<file path="config.mk">
export PLATFORM = sky130hd
export DESIGN_NAME = bicubic_patch_interpolator
export DESIGN_NICKNAME = d
export VERILOG_FILES = /design/src/bpi_pkg.sv /design/src/bpi_cubic.sv /design/src/bpi_merge.sv /design/src/bicubic_patch_interpolator.sv
export SDC_FILE = /design/constraint.sdc
export NUM_CORES = 2
export LEC_CHECK = 0
export ABC_AREA = 0
export BUFFER_PORTS_ARGS = -buffer_cell sky130_fd_sc_hd__buf_2
export CORE_MARGIN = 1
export CORE_UTILIZATION = 45
export CTS_CLUSTER_DIAMETER = 30
export CTS_CLUSTER_SIZE = 10
export DETAILED_ROUTE_END_ITERATION = 8
export REMOVE_ABC_BUFFERS = 1
export SYNTH_ARGS = -nofsm -noshare
export SYNTH_HDL_FRONTEND = slang
export SYNTH_HIERARCHICAL = 1
export SYNTH_SLANG_ARGS = --single-unit
</file>
<file path="constraint.sdc">
create_clock -name clk -period 7.9 [get_ports clk]
set_input_delay 0.395 -clock clk [delete_from_list [all_inputs] [get_ports clk]]
set_output_delay 0.395 -clock clk [all_outputs]
set_load 0.05 [all_outputs]
</file>
<file path="src/bpi_pkg.sv">
// Shared types and constants for the bicubic patch interpolator.
// No dependencies; imported by bpi_cubic, bpi_merge and the top level.
package bpi_pkg;

  typedef enum logic [1:0] {
    CUB_IDLE,
    CUB_H1,
    CUB_H2,
    CUB_WOUT
  } cub_state_t;

  typedef struct packed {
    logic busy;
    logic done;
  } cub_stat_t;

  localparam logic [1:0] LAST_ROW = 2'd3;

endpackage

</file>
<file path="src/bpi_cubic.sv">
// One Catmull-Rom cubic lane: coefficient setup plus a three-step Horner
// loop on a single shared multiplier. Depends on bpi_pkg.
module bpi_cubic import bpi_pkg::*; #(
  parameter int VW = 32,
  parameter int FW = 16,
  localparam int WW = VW + FW + 8
) (
  input  logic                 clk,
  input  logic                 rst,
  input  logic                 start,
  input  logic signed [VW-1:0] v0,
  input  logic signed [VW-1:0] v1,
  input  logic signed [VW-1:0] v2,
  input  logic signed [VW-1:0] v3,
  input  logic        [FW:0]   t,
  output cub_stat_t            stat,
  output logic signed [WW-1:0] w
);

  localparam int CW = VW + 4;
  localparam int HW = VW + 5;
  localparam int PW = HW + FW + 2;

  cub_state_t state, state_next;
  logic done;

  logic signed [CW-1:0] e0, e1, e2, e3, d12;
  logic signed [CW-1:0] c1w, c2w, c3w;
  logic signed [CW-1:0] c1, c2, coef_sel;
  logic signed [VW-1:0] v1r;
  logic        [FW:0]   tr;
  logic signed [HW-1:0] h, step_sum;
  logic signed [PW-1:0] prod;
  logic signed [PW-FW-1:0] prod_sh;
  logic signed [WW-1:0] w_next;

  always_comb begin
    e0  = CW'(v0);
    e1  = CW'(v1);
    e2  = CW'(v2);
    e3  = CW'(v3);
    d12 = e1 - e2;
    c1w = e2 - e0;
    c2w = (e0 <<< 1) - ((e1 <<< 2) + e1) + (e2 <<< 2) - e3;
    c3w = (d12 <<< 1) + d12 + e3 - e0;
  end

  // shared multiplier, floor shift, accumulate
  always_comb begin
    prod     = h * $signed({1'b0, tr});
    prod_sh  = prod[PW-1:FW];
    coef_sel = (state == CUB_H1) ? c2 : c1;
    step_sum = HW'(coef_sel) + HW'(prod_sh);
    w_next   = (WW'(v1r) <<< (FW + 1)) + WW'(prod);
  end

  always_comb begin
    state_next = state;
    unique case (state)
      CUB_IDLE: if (start) state_next = CUB_H1;
      CUB_H1:   state_next = CUB_H2;
      CUB_H2:   state_next = CUB_WOUT;
      CUB_WOUT: state_next = CUB_IDLE;
    endcase
    stat.busy = (state != CUB_IDLE);
    stat.done = done;
  end

  always_ff @(posedge clk) begin
    if (rst) begin
      state <= CUB_IDLE;
      done  <= 1'b0;
    end else begin
      state <= state_next;
      done  <= (state == CUB_WOUT);
    end
  end

  always_ff @(posedge clk) begin
    unique case (state)
      CUB_IDLE: begin
        if (start) begin
          c1  <= c1w;
          c2  <= c2w;
          h   <= HW'(c3w);
          v1r <= v1;
          tr  <= t;
        end
      end
      CUB_H1, CUB_H2: h <= step_sum;
      CUB_WOUT: w <= w_next;
    endcase
  end

endmodule

</file>
<file path="src/bpi_merge.sv">
// Merge stage: rounds the patch cubic to an integer, saturates it and holds
// it in the response register until taken. Depends on bpi_pkg.
module bpi_merge import bpi_pkg::*; #(
  parameter int SW = 16,
  parameter int FW = 16,
  parameter int WW = 59
) (
  input  logic                 clk,
  input  logic                 rst,
  input  cub_stat_t            pstat,
  input  logic signed [WW-1:0] w,
  output logic                 busy,
  output logic                 rsp_valid,
  input  logic                 rsp_stall,
  output logic signed [SW:0]   interp_value
);

  localparam int RW = WW - 2 * FW - 1;
  localparam logic signed [WW-1:0] RND   = WW'(1) << (2 * FW);
  localparam logic signed [RW-1:0] O_MAX = RW'((2 ** SW) - 1);
  localparam logic signed [RW-1:0] O_MIN = RW'(-(2 ** SW));

  logic signed [WW-1:0] sum;
  logic signed [RW-1:0] r, r_sat;
  logic pend, have, move;

  always_comb begin
    sum = w + RND;
    r   = sum[WW-1:2*FW+1];
    if (r > O_MAX) begin
      r_sat = O_MAX;
    end else if (r < O_MIN) begin
      r_sat = O_MIN;
    end else begin
      r_sat = r;
    end
    have = pstat.done | pend;
    move = have & (~rsp_valid | ~rsp_stall);
    busy = pend;
  end

  always_ff @(posedge clk) begin
    if (rst) begin
      pend      <= 1'b0;
      rsp_valid <= 1'b0;
    end else begin
      pend      <= have & ~move;
      rsp_valid <= move | (rsp_valid & rsp_stall);
    end
  end

  always_ff @(posedge clk) begin
    if (move) interp_value <= r_sat[SW:0];
  end

endmodule

</file>
<file path="src/bicubic_patch_interpolator.sv">
// Catmull-Rom bicubic interpolator over a 4x4 patch delivered row by row.
// Depends on bpi_pkg, bpi_cubic (row and patch lanes) and bpi_merge.
//
// Usage:
//   Request channel (req_valid/req_stall): one patch row per request, four
//   signed samples plus inner and outer fractions (Q1.FRAC_WIDTH, clamped
//   to 1.0). frac_outer is only used on the fourth row of a patch.
//   Response channel (rsp_valid/rsp_stall): one rounded, saturated value
//   per patch, issued after the fourth row.
//   Rows: the row lane takes no new row until it has finished the last one
//   (a setup step plus three Horner steps on its single multiplier).
//   Order: the fourth row passes through the row lane, then the patch lane,
//   then the response register; the patch lane runs in parallel with the
//   row lane, so the next patch's rows are taken while it finishes.
//   Reset: the row counter returns to the first row; nothing is pending.
//   A stalled response holds its value. The fourth row of the next patch
//   is held off while the patch lane is busy or the previous result still waits.
module bicubic_patch_interpolator import bpi_pkg::*; #(
  parameter int SAMPLE_WIDTH = 16,
  parameter int FRAC_WIDTH   = 16
) (
  input  logic                          clk,
  input  logic                          rst,
  input  logic                          req_valid,
  output logic                          req_stall,
  input  logic signed [SAMPLE_WIDTH-1:0] sample_a,
  input  logic signed [SAMPLE_WIDTH-1:0] sample_b,
  input  logic signed [SAMPLE_WIDTH-1:0] sample_c,
  input  logic signed [SAMPLE_WIDTH-1:0] sample_d,
  input  logic        [FRAC_WIDTH:0]    frac_inner,
  input  logic        [FRAC_WIDTH:0]    frac_outer,
  output logic                          rsp_valid,
  input  logic                          rsp_stall,
  output logic signed [SAMPLE_WIDTH:0]  interp_value
);

  localparam int RVW = SAMPLE_WIDTH + FRAC_WIDTH;
  localparam int RWW = RVW + FRAC_WIDTH + 8;
  localparam int PTW = SAMPLE_WIDTH + FRAC_WIDTH + 3;
  localparam int PWW = PTW + FRAC_WIDTH + 8;
  localparam logic [FRAC_WIDTH:0] ONE = {1'b1, {FRAC_WIDTH{1'b0}}};
  localparam logic signed [RWW-1:0] ROW_RND = RWW'(ONE);

  logic signed [RVW-1:0] sa, sb, sc, sd;
  logic        [FRAC_WIDTH:0] ti, to;
  logic        [FRAC_WIDTH:0] outer_t;
  logic [1:0] row_index, row_sel;
  logic accept, patch_start, patch_free, merge_busy;

  cub_stat_t row_stat, patch_stat;
  logic signed [RWW-1:0] row_w, row_sum;
  logic signed [PWW-1:0] patch_w;
  logic signed [PTW-1:0] part_new;
  logic signed [PTW-1:0] row_partials [3];

  always_comb begin
    sa = {sample_a, {FRAC_WIDTH{1'b0}}};
    sb = {sample_b, {FRAC_WIDTH{1'b0}}};
    sc = {sample_c, {FRAC_WIDTH{1'b0}}};
    sd = {sample_d, {FRAC_WIDTH{1'b0}}};
    ti = (frac_inner > ONE) ? ONE : frac_inner;
    to = (frac_outer > ONE) ? ONE : frac_outer;
    row_sum  = row_w + ROW_RND;
    part_new = row_sum[FRAC_WIDTH+PTW:FRAC_WIDTH+1];
    patch_free  = ~patch_stat.busy & ~patch_stat.done & ~merge_busy;
    req_stall   = row_stat.busy | ((row_index == LAST_ROW) & ~patch_free);
    accept      = req_valid & ~req_stall;
    patch_start = row_stat.done & (row_sel == LAST_ROW);
  end

  always_ff @(posedge clk) begin
    if (rst) begin
      row_index <= '0;
      row_sel   <= '0;
    end else if (accept) begin
      row_index <= row_index + 2'd1;
      row_sel   <= row_index;
    end
  end

  always_ff @(posedge clk) begin
    if (accept && row_index == LAST_ROW) outer_t <= to;
    if (row_stat.done && row_sel != LAST_ROW) row_partials[row_sel] <= part_new;
  end

  bpi_cubic #(.VW(RVW), .FW(FRAC_WIDTH)) u_row_lane (
    .clk   (clk),
    .rst   (rst),
    .start (accept),
    .v0    (sa),
    .v1    (sb),
    .v2    (sc),
    .v3    (sd),
    .t     (ti),
    .stat  (row_stat),
    .w     (row_w)
  );

  bpi_cubic #(.VW(PTW), .FW(FRAC_WIDTH)) u_patch_lane (
    .clk   (clk),
    .rst   (rst),
    .start (patch_start),
    .v0    (row_partials[0]),
    .v1    (row_partials[1]),
    .v2    (row_partials[2]),
    .v3    (part_new),
    .t     (outer_t),
    .stat  (patch_stat),
    .w     (patch_w)
  );

  bpi_merge #(.SW(SAMPLE_WIDTH), .FW(FRAC_WIDTH), .WW(PWW)) u_merge (
    .clk          (clk),
    .rst          (rst),
    .pstat        (patch_stat),
    .w            (patch_w),
    .busy         (merge_busy),
    .rsp_valid    (rsp_valid),
    .rsp_stall    (rsp_stall),
    .interp_value (interp_value)
  );

  // the last row of a patch must find the patch lane free
  a_patch_free: assert property (@(posedge clk) disable iff (rst)
    patch_start |-> patch_free)
    else $error("patch lane busy at last row");

  // a finished patch must never overwrite a waiting result
  a_no_overwrite: assert property (@(posedge clk) disable iff (rst)
    patch_stat.done |-> !merge_busy)
    else $error("patch result overwritten");

  // the row counter moves only on a taken request
  a_row_hold: assert property (@(posedge clk) disable iff (rst)
    !accept |=> $stable(row_index))
    else $error("row counter moved without request");

endmodule
</file>
Word level (Yosys, flattened, before mapping)

Memory sizes are Yosys's and may differ from the RTL's.
Index checks and enable logic that the tools add are counted.

$add $sub $neg: 25
Multiply operators: 2
Divide/modulo/power cells: 0
$lt $le $gt $ge: 4
Equality and inequality tests: 11
Shifts and indexed selects: 0
Mux-type cells: 13
Bitwise logic cells: 20
Reduce and logical (&&, ||, !) cells: 14

Operators with widths:

| operator                                                         | number |
|---|---|
| 40-bit one-hot mux with 2 select lines                           | 1 |
| 39-bit by 35-bit subtractor with 39-bit output                   | 2 |
| 37-bit one-hot mux with 2 select lines                           | 1 |
| 35-bit by 35-bit subtractor with 36-bit output                   | 2 |
| 36-bit by 32-bit subtractor with 36-bit output                   | 2 |
| 32-bit by 32-bit subtractor with 33-bit output                   | 2 |
| 52-bit by 58-bit adder with 59-bit output                        | 1 |
| 59-bit by 34-bit adder with 59-bit output, second input constant | 1 |
| 40-bit by 18-bit multiplier with 58-bit output                   | 1 |
| 37-bit by 18-bit multiplier with 53-bit output                   | 1 |
| 49-bit by 52-bit adder with 52-bit output                        | 1 |
| 52-bit by 18-bit adder with 52-bit output, second input constant | 1 |
| 39-bit by 40-bit adder with 40-bit output                        | 1 |
| 40-bit 2-to-1 mux                                                | 1 |
| 39-bit by 35-bit adder with 39-bit output                        | 1 |
| 39-bit by 37-bit adder with 39-bit output                        | 1 |
| 39-bit adder                                                     | 1 |
| 39-bit 2-to-1 mux                                                | 1 |
| 36-bit by 38-bit subtractor with 39-bit output                   | 1 |
| 37-bit by 35-bit adder with 38-bit output                        | 1 |
| 36-bit by 37-bit adder with 37-bit output                        | 1 |
| 37-bit 2-to-1 mux                                                | 1 |
| 36-bit by 32-bit adder with 36-bit output                        | 1 |
| 36-bit by 34-bit adder with 36-bit output                        | 1 |
| 23 further kinds                                                 | 61 |

Register bits: 469
Latch bits: 0
RAM bits: 105
Memory bits (read-only): 0
Memories kept: 1

Memories:

| name         | words | width | read ports | clocked after memory_dff | wr ports | line                             | source |
|---|---|---|---|---|---|---|---|
| row_partials | 3     | 35    | 3          | 0                        | 1        | bicubic_patch_interpolator.sv:54 | `logic signed [PTW-1:0] row_partials [3];` |

Longest topological paths before layout

Depth after elaboration: 11
Gate-level depth with buffers: 40

Modules after synthesis

Netlist, hierarchy kept.

By module, submodules not included:

| module                     | times used | cells each | area an instance (um^2) | sequential area each (um^2) |
|---|---|---|---|---|
| bpi_cubic at u_patch_lane  | 1          | 4694       | 45164.6                 | 6846.6 |
| bpi_cubic at u_row_lane    | 1          | 4625       | 43131.4                 | 6396.1 |
| bicubic_patch_interpolator | 1          | 288        | 4880.9                  | 3743.6 |
| bpi_merge                  | 1          | 137        | 1481.4                  | 550.5 |

Worst setup path before layout

OpenSTA, ideal clock, no wires.

Path kind: register to register
Start point: register u_patch_lane.tr[8]
End point: register u_patch_lane.h[39], data pin
Setup time: 0.149 ns
Arrival: 8.533 ns
Data required time: 7.751 ns
Path slack: -0.781 ns
Stages on the path, launching flop included: 38
Period minus slack after synthesis: 8.681 ns
Path through: edfxtp_1 clkbuf_1 and2_1 fa_1 inv_1 fa_1 inv_1 fa_1 fa_1 fa_1 inv_1 fa_1 inv_1 ha_1 a21oi_1 o21ai_0 nand2b_1 o211ai_2 [2 not listed] o21ai_0 nand3_1 nand2_1 a41oi_1 xnor2_1 ha_1 and3_1 o31ai_1 a21oi_1 o31ai_2 a2111oi_2 o21ai_1 and2b_1 o21bai_2 a221o_1 a21oi_1 xor3_1 mux2i_1

Word-level cells in the longest chain between the ends: 3

RTL lines:

| item                                           | line            | source |
|---|---|---|
| from (decl)                                    | bpi_cubic.sv:31 | `logic [FW:0] tr;` |
| from (signal assigned)                         | bpi_cubic.sv:87 | `tr <= t;` |
| 40-bit by 18-bit multiplier with 58-bit output | bpi_cubic.sv:50 | `prod = h * $signed({1'b0, tr});` |
| 39-bit by 40-bit adder with 40-bit output      | bpi_cubic.sv:53 | `step_sum = HW'(coef_sel) + HW'(prod_sh);` |
| 40-bit one-hot mux with 2 select lines         | bpi_cubic.sv:80 | `unique case (state)` |
| to (signal assigned)                           | bpi_cubic.sv:85 | `h <= HW'(c3w);` |
| to (signal assigned)                           | bpi_cubic.sv:90 | `CUB_H1, CUB_H2: h <= step_sum;` |
| to (decl)                                      | bpi_cubic.sv:32 | `logic signed [HW-1:0] h, step_sum;` |

Every way passes these cells.
A chain may end at the register's enable or synchronous reset.

Final worst setup path

Start point: register u_patch_lane.tr[4]
End point: register u_patch_lane.h[39], data pin

Same word-level chain as after synthesis.

==> impl_metrics.tcl <==
set metrics [dict create \
    outcome "finished, violations left" \
    violations "negative setup slack" \
    htreeDepth 4 \
    drive_above_1_share 0.211 \
    critPathRequiredTime_ns 8.52 \
    slew_viol_final 0 \
    rsz0062_at_grt "yes" \
    grt_antenna_before_repair 4 \
    hpwl_mm 208 \
    drt-met1-wl_mm 104 \
    std_cell_rows 165 \
    period_share 1.14 \
    routed.top_layer "met5" \
    nets 13400 \
    die_area_um2 206000 \
    worstPathArrival_ns 9.63 \
    cpMostUsedCell "fa_1" \
    numCtsBuffers 136 \
    n_antenna_cell 0 \
    synth_cells 9550 \
    place.port_buffers 120 \
    vias 70400 \
    wl_per_cell_um 18.3 \
    hold_class "in2reg" \
    finalSetupTns_ns -57.40 \
    mappedNetlistArea_um2 92100 \
    skew_ns 0.0757 \
    die_h_um 454 \
    n_fill_cell 17600 \
    timing.final.setup_violations 107 \
    cp-end-kind "flip-flop" \
    slowest_stage "fa_2" \
    route.detailed.drc 0 \
    ys_warn_count 6 \
    grt_pass1_vias 76700 \
    ioPinCount 121 \
    path_clk_slew_ns 0.05 \
    ff2ff_setup_slack_ns -1.11 \
    maxSlewHeadroom 0.179 \
    syn_avg_cell_area_um2 9.64 \
    first_pass_iters 5 \
    core-area_um2 203000 \
    fin_area_um2 115000 \
    post-place-ws_ns -1.77 \
    cap_violations 0 \
    hold_viol 0 \
    drtIter0Drc 3407 \
    routed-wl-met3_mm 8.86 \
    clkLatencyLatePin_ns 0.79 \
    min_period_ns 9.01 \
    place_area_um2 104000 \
    globalplace.congestion 0.902 \
    cts_tree "done" \
    critPathMaxFanout 5 \
    clock_path_buffers 3 \
    start_kind "flip-flop" \
    grt_overflow 0 \
    cts_sinks 536 \
    grt_start_max_net_pins 69 \
    critPathKind "reg2reg" \
    grtUsageTotal 0.249 \
    worst_slack_ns -1.11 \
    grt_pass1_wl_mm 405 \
    post_drt_via_cell_ratio 5.11 \
    tightestPinTransition_ns 1.23 \
    fp.dieW_um 454 \
    ant_nets 0 \
    cts_root_buf "clkbuf_16" \
    wl_mm 252 \
    wl_met2_mm 129 \
    start_util 0.454 \
    max_freq_mhz 111 \
    area_delta_synth_final_pct 24.9 \
    max_stage_delay_ns 0.58 \
]
-- registers in the layout, indices dropped and copies added, names as in the netlist, 27 cells and up --
register	flops
row_partials	105
u_patch_lane/c1	36
u_patch_lane/c2	39
u_patch_lane/h	40
u_patch_lane/v1r	35
u_patch_lane/w	27
u_row_lane/c1	33
u_row_lane/c2	36
u_row_lane/h	37
u_row_lane/v1r	32
u_row_lane/w	36
-- area by class of cell --
| cell class | count | area, um2 | area share |
|---|---|---|---|
| clock buffers | 148 | 3450 | 0.0300 |
| clock inverters | 101 | 1500 | 0.0130 |
| inverters | 2016 | 7570 | 0.0658 |
| multi-input cells | 6917 | 72100 | 0.627 |
| flip-flops and latches | 536 | 16000 | 0.139 |
| well taps | 2672 | 3340 | 0.0291 |
| repair buffers | 1385 | 11100 | 0.0964 |
-- worst max-delay path: cells and delay by family (launching register included) --
| kind | cells | cell delay [ns] |
|---|---|---|
| compound gates | 12 | 2.76 |
| flops | 1 | 0.43 |
| simple gates | 5 | 0.82 |
| buf+inv | 5 | 0.52 |
| fa+ha+maj | 8 | 3.70 |
| mux | 1 | 0.15 |
| xor+xnor | 2 | 0.43 |
-- metal layers --
| layer | GRT usage | vias up |
|---|---|---|
| met3 | 0.0275 | 442 |
| met5 | 0 | - |
| met2 | 0.448 | 1479 |
| li1 | - | 33000 |
| met4 | 0.0955 | 2 |
| met1 | 0.306 | 35500 |
-- timing repair --
| item | 4_1_cts | 5_1_grt |
|---|---|---|
| endpoints found under the setup margin | 115 | 114 |
| pin swaps | 328 | 270 |
| resized for setup | 642 | 267 |
| buffers inserted | 147 | 53 |
| hold endpoints to repair | 48 | 0 |
| gates cloned | 4 | 0 |
| hold buffers | 47 | 0 |
-- per-stage QoR --
stage / cells / util / hold slack (ns)
finish: 13800 / 0.567 / 0.0507
global route: 13800 / 0.567 / 0.0546
CTS: 13700 / 0.560 / 0.0246
detailed placement: 13300 / 0.513 / 0.417
global placement: 13300 / 0.513 / 0.407
floorplan: 9469 / - / 0.400
-- final timing paths --
check,start,to,cells after the start
setup / recovery,u_patch_lane/tr[4],u_patch_lane/h[39],33
hold / removal,rst,u_patch_lane/done,2
setup reg to reg,u_patch_lane/tr[4],u_patch_lane/h[39],33
hold reg to reg,outer_t[1],u_patch_lane/tr[1],0
-- layout by cell type (no fill, tap or decap), types with 37 or more instances in the layout --
master         instances
a21o_1               249
a21oi_1              333
a21oi_2               94
and2_1               561
and2_4                37
and3_1                48
buf_2                121
buf_4               1068
buf_6                114
clkbuf_16            136
conb_1               177
dlygate4sd3_1         47
edfxtp_1             524
fa_1                1558
ha_1                 641
ha_4                  59
inv_1               1979
inv_2                 37
mux2_2                69
nand2_1              967
nand2b_1              81
nand3_1               94
nand4_1               43
nor2_1               241
nor2b_1               92
nor3_1                62
o21a_1                53
o21ai_0              157
o21ai_1               44
o21ai_2               44
o21bai_1              74
xnor2_1              255
xnor2_2               54
xor2_1               147
Power is not shown: default switching activity piles up to over one toggle a cycle in this logic, so the estimate is an artifact.
